File: src/hdl/rcpwm_pkg.sv
`timescale 1ns / 1ps

package rcpwm_pkg;

  localparam int unsigned NumChannels = 6;
  localparam int unsigned TimerBits   = 16;
  localparam int unsigned ChanBits    = 3;
  localparam int unsigned MaskBits    = 6;
  localparam int unsigned CfgIdxBits  = 3;
  localparam int unsigned CfgDataBits = 16;

  localparam logic [CfgIdxBits-1:0] CfgMaxPulse      = 3'd0;
  localparam logic [CfgIdxBits-1:0] CfgTimeoutPolls  = 3'd1;
  localparam logic [CfgIdxBits-1:0] CfgFailsafeLow   = 3'd2;
  localparam logic [CfgIdxBits-1:0] CfgFailsafeCtr   = 3'd3;
  localparam logic [CfgIdxBits-1:0] CfgCenterMask    = 3'd4;
  localparam logic [CfgIdxBits-1:0] CfgWatchedChan   = 3'd5;

  localparam logic [TimerBits-1:0] RstMaxPulse     = 16'd6000;
  localparam logic [15:0]          RstTimeoutPolls = 16'd50;
  localparam logic [TimerBits-1:0] RstFailsafeLow  = 16'd2592;
  localparam logic [TimerBits-1:0] RstFailsafeCtr  = 16'd3600;
  localparam logic [MaskBits-1:0]  RstCenterMask   = 6'd14;
  localparam logic [ChanBits-1:0]  RstWatchedChan  = 3'd1;

  typedef logic [TimerBits-1:0] tick_t;

  typedef struct packed {
    logic                              edge_falling;
    logic [ChanBits-1:0]               event_channel;
    tick_t                             period_ticks;
    tick_t                             pulse_ticks;
    logic                              pulse_accepted;
    logic                              link_ok;
    logic [NumChannels-1:0][TimerBits-1:0] held;
  } result_t;

endpackage

File: src/hdl/rc_pwm_capture_decoder.sv
`timescale 1ns / 1ps
// a request's result is registered before it is shown at the outputs
// throughput: one request per cycle while the skid stage is empty; channel state updates in a single pass
// an output register plus a skid stage let a request enter while a result waits
// reset: asynchronous active low, clears channel state, watchdog and output valids,
// and loads the configuration registers with their default values

module rc_pwm_capture_decoder
  import rcpwm_pkg::*;
(
  input  logic                   clk_i,
  input  logic                   rst_ni,
  input  logic                   cfg_we_i,
  input  logic [CfgIdxBits-1:0]  cfg_index_i,
  input  logic [CfgDataBits-1:0] cfg_data_i,
  input  logic                   in_valid_i,
  output logic                   in_ready_o,
  input  logic                   func_i,
  input  logic [ChanBits-1:0]    channel_i,
  input  logic [TimerBits-1:0]   capture_time_i,
  output logic                   out_valid_o,
  input  logic                   out_ready_i,
  output logic                   edge_falling_o,
  output logic [ChanBits-1:0]    event_channel_o,
  output logic [TimerBits-1:0]   period_ticks_o,
  output logic [TimerBits-1:0]   pulse_ticks_o,
  output logic                   pulse_accepted_o,
  output logic                   link_ok_o,
  output logic [TimerBits-1:0]   held_width_0_o,
  output logic [TimerBits-1:0]   held_width_1_o,
  output logic [TimerBits-1:0]   held_width_2_o,
  output logic [TimerBits-1:0]   held_width_3_o,
  output logic [TimerBits-1:0]   held_width_4_o,
  output logic [TimerBits-1:0]   held_width_5_o
);

  tick_t               max_pulse_q;
  logic [15:0]         timeout_q;
  tick_t               fs_low_q;
  tick_t               fs_ctr_q;
  logic [MaskBits-1:0] ctr_mask_q;
  logic [ChanBits-1:0] watched_q;

  logic [NumChannels-1:0] ef_q, ef_d;
  tick_t last_rise_q [NumChannels];
  tick_t last_rise_d [NumChannels];
  tick_t last_fall_q [NumChannels];
  tick_t last_fall_d [NumChannels];
  logic [NumChannels-1:0][TimerBits-1:0] held_q, held_d;
  tick_t       prior_fall_q, prior_fall_d;
  logic [15:0] idle_cnt_q, idle_cnt_d;

  result_t out_q, skid_q, res_d;
  logic    out_valid_q, skid_valid_q;

  logic  in_acc, pop, hit, ef_sel, changed, timed_out;
  tick_t rise_sel, diff, fall_w;

  assign in_ready_o = !skid_valid_q;
  assign in_acc     = in_valid_i && in_ready_o;
  assign pop        = out_valid_q && out_ready_i;

  // configuration registers
  always_ff @(posedge clk_i or negedge rst_ni) begin
    if (!rst_ni) begin
      max_pulse_q <= RstMaxPulse;
      timeout_q   <= RstTimeoutPolls;
      fs_low_q    <= RstFailsafeLow;
      fs_ctr_q    <= RstFailsafeCtr;
      ctr_mask_q  <= RstCenterMask;
      watched_q   <= RstWatchedChan;
    end else if (cfg_we_i) begin
      case (cfg_index_i)
        CfgMaxPulse:     max_pulse_q <= cfg_data_i[TimerBits-1:0];
        CfgTimeoutPolls: timeout_q   <= cfg_data_i[15:0];
        CfgFailsafeLow:  fs_low_q    <= cfg_data_i[TimerBits-1:0];
        CfgFailsafeCtr:  fs_ctr_q    <= cfg_data_i[TimerBits-1:0];
        CfgCenterMask:   ctr_mask_q  <= cfg_data_i[MaskBits-1:0];
        CfgWatchedChan:  watched_q   <= cfg_data_i[ChanBits-1:0];
        default: ;
      endcase
    end
  end

  // single-pass update of channel state and watchdog
  always_comb begin
    hit      = !func_i && (32'(channel_i) < NumChannels);
    rise_sel = '0;
    ef_sel   = 1'b0;
    fall_w   = '0;
    for (int c = 0; c < NumChannels; c++) begin
      if (32'(channel_i) == c) begin
        rise_sel = last_rise_q[c];
        ef_sel   = ef_q[c];
      end
      if (32'(watched_q) == c) begin
        fall_w = last_fall_q[c];
      end
    end
    diff      = capture_time_i - rise_sel;
    changed   = fall_w != prior_fall_q;
    timed_out = !changed && !(idle_cnt_q < timeout_q);

    ef_d         = ef_q;
    held_d       = held_q;
    prior_fall_d = prior_fall_q;
    idle_cnt_d   = idle_cnt_q;
    for (int c = 0; c < NumChannels; c++) begin
      last_rise_d[c] = last_rise_q[c];
      last_fall_d[c] = last_fall_q[c];
    end

    res_d                = '0;
    res_d.event_channel  = func_i ? '0 : channel_i;

    if (func_i) begin
      prior_fall_d  = fall_w;
      res_d.link_ok = !timed_out;
      if (changed) begin
        idle_cnt_d = '0;
      end else if (!timed_out) begin
        idle_cnt_d = idle_cnt_q + 16'd1;
      end else begin
        for (int c = 0; c < NumChannels; c++) begin
          if (c < MaskBits && ctr_mask_q[c % MaskBits]) begin
            held_d[c] = fs_ctr_q;
          end else begin
            held_d[c] = fs_low_q;
          end
        end
      end
    end else if (hit) begin
      res_d.edge_falling = ef_sel;
      if (!ef_sel) begin
        res_d.period_ticks = diff;
      end else begin
        res_d.pulse_ticks    = diff;
        res_d.pulse_accepted = diff <= max_pulse_q;
      end
      for (int c = 0; c < NumChannels; c++) begin
        if (32'(channel_i) == c) begin
          ef_d[c] = !ef_q[c];
          if (!ef_sel) begin
            last_rise_d[c] = capture_time_i;
          end else begin
            last_fall_d[c] = capture_time_i;
            if (diff <= max_pulse_q) begin
              held_d[c] = diff;
            end
          end
        end
      end
    end
    res_d.held = held_d;
  end

  always_ff @(posedge clk_i or negedge rst_ni) begin
    if (!rst_ni) begin
      ef_q         <= '0;
      held_q       <= '0;
      prior_fall_q <= '0;
      idle_cnt_q   <= '0;
      for (int c = 0; c < NumChannels; c++) begin
        last_rise_q[c] <= '0;
        last_fall_q[c] <= '0;
      end
    end else if (in_acc) begin
      ef_q         <= ef_d;
      held_q       <= held_d;
      prior_fall_q <= prior_fall_d;
      idle_cnt_q   <= idle_cnt_d;
      for (int c = 0; c < NumChannels; c++) begin
        last_rise_q[c] <= last_rise_d[c];
        last_fall_q[c] <= last_fall_d[c];
      end
    end
  end

  // output register and skid stage
  always_ff @(posedge clk_i or negedge rst_ni) begin
    if (!rst_ni) begin
      out_valid_q  <= 1'b0;
      skid_valid_q <= 1'b0;
    end else if (skid_valid_q) begin
      if (pop) begin
        out_valid_q  <= 1'b1;
        skid_valid_q <= 1'b0;
      end
    end else if (in_acc) begin
      if (!out_valid_q || pop) begin
        out_valid_q <= 1'b1;
      end else begin
        skid_valid_q <= 1'b1;
      end
    end else if (pop) begin
      out_valid_q <= 1'b0;
    end
  end

  always_ff @(posedge clk_i) begin
    if (skid_valid_q) begin
      if (pop) begin
        out_q <= skid_q;
      end
    end else if (in_acc) begin
      if (!out_valid_q || pop) begin
        out_q <= res_d;
      end else begin
        skid_q <= res_d;
      end
    end
  end

  assign out_valid_o      = out_valid_q;
  assign edge_falling_o   = out_q.edge_falling;
  assign event_channel_o  = out_q.event_channel;
  assign period_ticks_o   = out_q.period_ticks;
  assign pulse_ticks_o    = out_q.pulse_ticks;
  assign pulse_accepted_o = out_q.pulse_accepted;
  assign link_ok_o        = out_q.link_ok;
  assign held_width_0_o   = out_q.held[0];
  assign held_width_1_o   = out_q.held[1];
  assign held_width_2_o   = out_q.held[2];
  assign held_width_3_o   = out_q.held[3];
  assign held_width_4_o   = out_q.held[4];
  assign held_width_5_o   = out_q.held[5];

  a_skid_implies_out: assert property (@(posedge clk_i) disable iff (!rst_ni)
    skid_valid_q |-> out_valid_q)
    else $error("skid stage holds a result while the output register is empty");

  a_no_drop: assert property (@(posedge clk_i) disable iff (!rst_ni)
    out_valid_q && !out_ready_i |=> out_valid_q)
    else $error("pending result vanished without being taken");

  a_edge_toggle: assert property (@(posedge clk_i) disable iff (!rst_ni)
    in_acc && !func_i && channel_i == '0 |=> ef_q[0] != $past(ef_q[0]))
    else $error("edge phase of channel 0 did not toggle on its capture");

  a_accept_falling: assert property (@(posedge clk_i) disable iff (!rst_ni)
    out_valid_q && out_q.pulse_accepted |-> out_q.edge_falling && out_q.period_ticks == '0)
    else $error("accepted pulse reported on a non-falling result");

  a_poll_resets_idle: assert property (@(posedge clk_i) disable iff (!rst_ni)
    in_acc && func_i && changed |=> idle_cnt_q == '0)
    else $error("idle poll count not cleared after a fresh watched fall");

endmodule

File: config.mk
export PLATFORM = sky130hd
export DESIGN_NAME = rc_pwm_capture_decoder
export DESIGN_NICKNAME = d
export VERILOG_FILES = /design/src/hdl/rcpwm_pkg.sv /design/src/hdl/rc_pwm_capture_decoder.sv
export SDC_FILE = /design/constraint.sdc
export NUM_CORES = 1
export LEC_CHECK = 0
export ABC_AREA = 1
export BUFFER_PORTS_ARGS = -buffer_cell sky130_fd_sc_hd__buf_2
export CAP_MARGIN = 20
export CELL_PAD_IN_SITES_DETAIL_PLACEMENT = 1
export CELL_PAD_IN_SITES_GLOBAL_PLACEMENT = 1
export CORE_UTILIZATION = 23
export DETAILED_ROUTE_END_ITERATION = 8
export GPL_TIMING_DRIVEN = 0
export PLACE_DENSITY = 0.46
export SYNTH_ARGS = -nofsm -noshare
export SYNTH_HDL_FRONTEND = slang
export SYNTH_SLANG_ARGS = --single-unit
export TNS_END_PERCENT = 30
File: constraint.sdc
create_clock -name clk_i -period 10.3 [get_ports clk_i]
set_input_delay 0.515 -clock clk_i [delete_from_list [all_inputs] [get_ports clk_i]]
set_output_delay 0.515 -clock clk_i [all_outputs]
set_load 0.01 [all_outputs]
==> summary.md <==
| Metric | Value |
|---|---|
| Async S/R FF share, synth | 59.94% |
| Fin util | 28.10% |
| Layout cells sized above 1 | 9.981% |
| Slowest-stage cell, CP | nand3_1 |
| Final #Nets | 4,255 |
| CTS root buffer | clkbuf_16 |
| Clk sinks | 669 |
| Critical path startpoint | channel_i[2] |
| Levels on crit path | 28 |
| Worst-Skew Late Latency | 0.72 ns |
| Crit path buf inv count | 6 |
| CP Data Required Time | 10.76 ns |
| Yosys reg bits | 669 |
| Mapped Avg Cell Area | 8.494 sq um |
| Die ar. | 144,600 sq um |
| Num CTS Buffers | 88 |
| First-pass GRT wire length | 203,600 microns |
| Antenna violations before repair | 10 |
| CTS max path bufs | 3 |
| Pre-Repair DR Iteration Count | 5 |
| Kind of end point of the critical path | flip-flop |
| Slew Limit Fails | 0 |
| Max transition margin | 27.88% |
| # DRC | 0 |
| Area contributors post-synth | dfrtp_1, edfxtp_1, nand2_1, o21ai_0, nand3_1 |
| Initial Util | 23.21% |
| Synth Instances | 3,873 |
| Num rows | 138 |
| Total congestion overflow | 0 |
| Top cells by count, synth | nand2_1, o21ai_0, dfrtp_1, nand3_1, edfxtp_1 |
| Antenna viol nets, final | 0 |
| Tot GR Track Use | 19.10% |
| Crit-path max FO | 10 |
| Post-synth top flop | dfrtp_1 |
| Placeable core region | 141,800 sq um |
| RR Endpoint | skid_q[24] |
| Multi-input logic area | 13,070 sq um |
| Placed instance area | 36,670 sq um |
| PD cells | 288.6 nW/um^2 |
| Critical setup path kind | in -> reg |
| IO Count | 180 |
| Final Hold Fails | 0 |
| Area Overhead vs Synth | 21.10% |
| Slew @ Worst Pin | 1.082 ns |
| Post-CTS resize count | 0 |
| Sequential share of the synthesized area | 55.05% |
| Tmin final | 7.639 ns |
| Static leakage | 17.38 nW |
| Dominant cell by count in the synthesized netlist | nand2_1 |
| MaxCap Viol Count | 0 |
| Overall power | 11.50 mW |
| Synth cell types | 42 |
| Syn Std Cell Area | 32,900 sq um |
| Non-Filler Instances | 6,135 |
| Final wirelength | 137,900 microns |
| Kind of path behind the tightest hold check | in -> reg |
| DP HPWL | 100,600 microns |
| Synth top area share | 28.91% |
| DRT iter0 DRCs | 1,706 |
| RePlAce Congestion | 0.8383 |
| Fmax | 130.9 MHz |
| Number of flops mapped to enable cells by yosys | 268 |
| Drt wl/cell | 22.48 microns |
| Setup TNS | 0 ns |
| Status | complete, no violations |
| Max incr delay on CP | 0.72 ns |
| Vias | 28,430 |
| Vias in the first global route | 29,430 |
| Die height | 380.2 microns |
| Final setup viols | 0 |
| CTS tree | yes |
| R2R cell count | 23 |
| IO Port Bufs | 178 |
| DIE WIDTH | 380.2 microns |
| Worst Setup EP | skid_q[24] |
| Worst path top cell family by delay | simple AND/OR/NAND/NOR gates |
| Placed cells | 5,962 |
| Most used cell, CP | nand2_1 |
| Clk slew on worst S/H paths | 0.06 ns |
| Unrepaired setup endpoints after global routing | no |
| Setup crit start kind | input port |
| FF+latch area | 18,110 sq um |
| CP arrival | 8.10 ns |
| Post-CTS Setup Repair Bufs | 0 |
| Fill count | 16,730 |
| Post-Layout Inst Area | 39,840 sq um |
| Reg2reg setup slack | 3.29 ns |
| FF-to-FF Start | last_rise_q[81] |
| Largest net degree at the start of global routing | 100 |
| Yosys warns | 0 |
| Skew final | 0.04892 ns |
| Syn nets | 3,965 |
| Final Cycle Share | 74.17% |
| Largest area contributor in the netlist | dfrtp_1 |
| Max H-tree Level | 3 |
| Max VDD drop | 0.1176 mV |
| Vias/cell | 4.635 |
==> per-layer routing <==
metal	vias up	GRT usage, %	share of wire, %
li1	13610	-	-
met1	14130	25.74	47
met2	525	31.51	47
met3	167	2.673	3.6
met4	2	5.974	2.7
met5	-	0	0.0094
==> power breakdown <==
part / total (mW) / internal (mW) / leakage (nW) / switching [mW]
Clock: 3.37 / 2.03 / 1.54 / 1.33
Sequential: 4.26 / 3.82 / 7.67 / 0.434
Combinational: 3.88 / 1.15 / 8.18 / 2.72
==> cell type report <==
class	instances	area share, %
inverters	235	2.214
diodes	7	0.04397
multi-input cells	2737	32.80
clock inverters	53	1.900
plain buffers	232	2.277
flip-flops and latches	669	45.46
clock buffers	112	5.983
repair buffers	200	3.389
well taps	1890	5.936
==> state kept, by name, summed over array words and instances (netlist names), 96 cells and up <==
signal	cells
held_q	96
last_fall_q	96
last_rise_q	96
skid_q	134
==> repair_timing <==
item                                    in CTS  in global routing
hold buffers                                 1                  0
endpoints found under the hold margin       56                  0
endpoints found under the setup margin       0                  0
==> placed cells by master, fill, tap and decap left out, types with 21 or more instances in the layout <==
| master | instances |
|---|---|
| a21oi_1 | 135 |
| and2_1 | 67 |
| buf_1 | 38 |
| buf_2 | 206 |
| clkbuf_1 | 181 |
| clkbuf_16 | 89 |
| clkinv_2 | 21 |
| dfrtp_1 | 380 |
| dfstp_2 | 21 |
| edfxtp_1 | 268 |
| ha_1 | 47 |
| inv_1 | 220 |
| nand2_1 | 1302 |
| nand3_1 | 310 |
| nand4_1 | 128 |
| nor2_1 | 133 |
| o211ai_1 | 25 |
| o21a_1 | 79 |
| o21ai_0 | 404 |
==> stage by stage <==
| stage | hold WS [ns] | setup WS [ns] |
|---|---|---|
| 2_1_floorplan | 0.2194 | 2.849 |
| 3_5_place_dp | 0.4681 | 1.827 |
| 6_report | 0.07781 | 2.661 |
| 4_1_cts | 0.02057 | 2.568 |
| 5_1_grt | 0.07710 | 2.025 |
| 3_3_place_gp | 0.4638 | -1.890 |
==> worst min-delay path by stage <==
stage	startpoint	end	cells past startpoint
after floorplan	rst_ni	ctr_mask_q[0]	0
after global placement	held_q[28]	held_q[28]	2
after detailed placement	last_rise_q[31]	last_rise_q[31]	2
after CTS	capture_time_i[0]	last_fall_q[32]	3
after global routing	capture_time_i[0]	last_fall_q[32]	3
final	capture_time_i[0]	last_fall_q[32]	3
==> kinds of logic after synthesis <==
group / after synthesis / synth area share, %
AO/OA/AOI/OAI: 692 / 11.63
AND/OR/NAND/NOR: 1976 / 25.47
adder cells (fa/ha/maj): 48 / 1.848
buffers and inverters: 467 / 5.439
XOR/XNOR: 21 / 0.5591
flip-flops: 669 / 55.05
==> worst min-delay path, cell delays in order <==
cell     delay, ns
buf_2         0.13
nand2_1       0.06
o21ai_0       0.06
No activity file was read; power rests on OpenSTA's default activity.
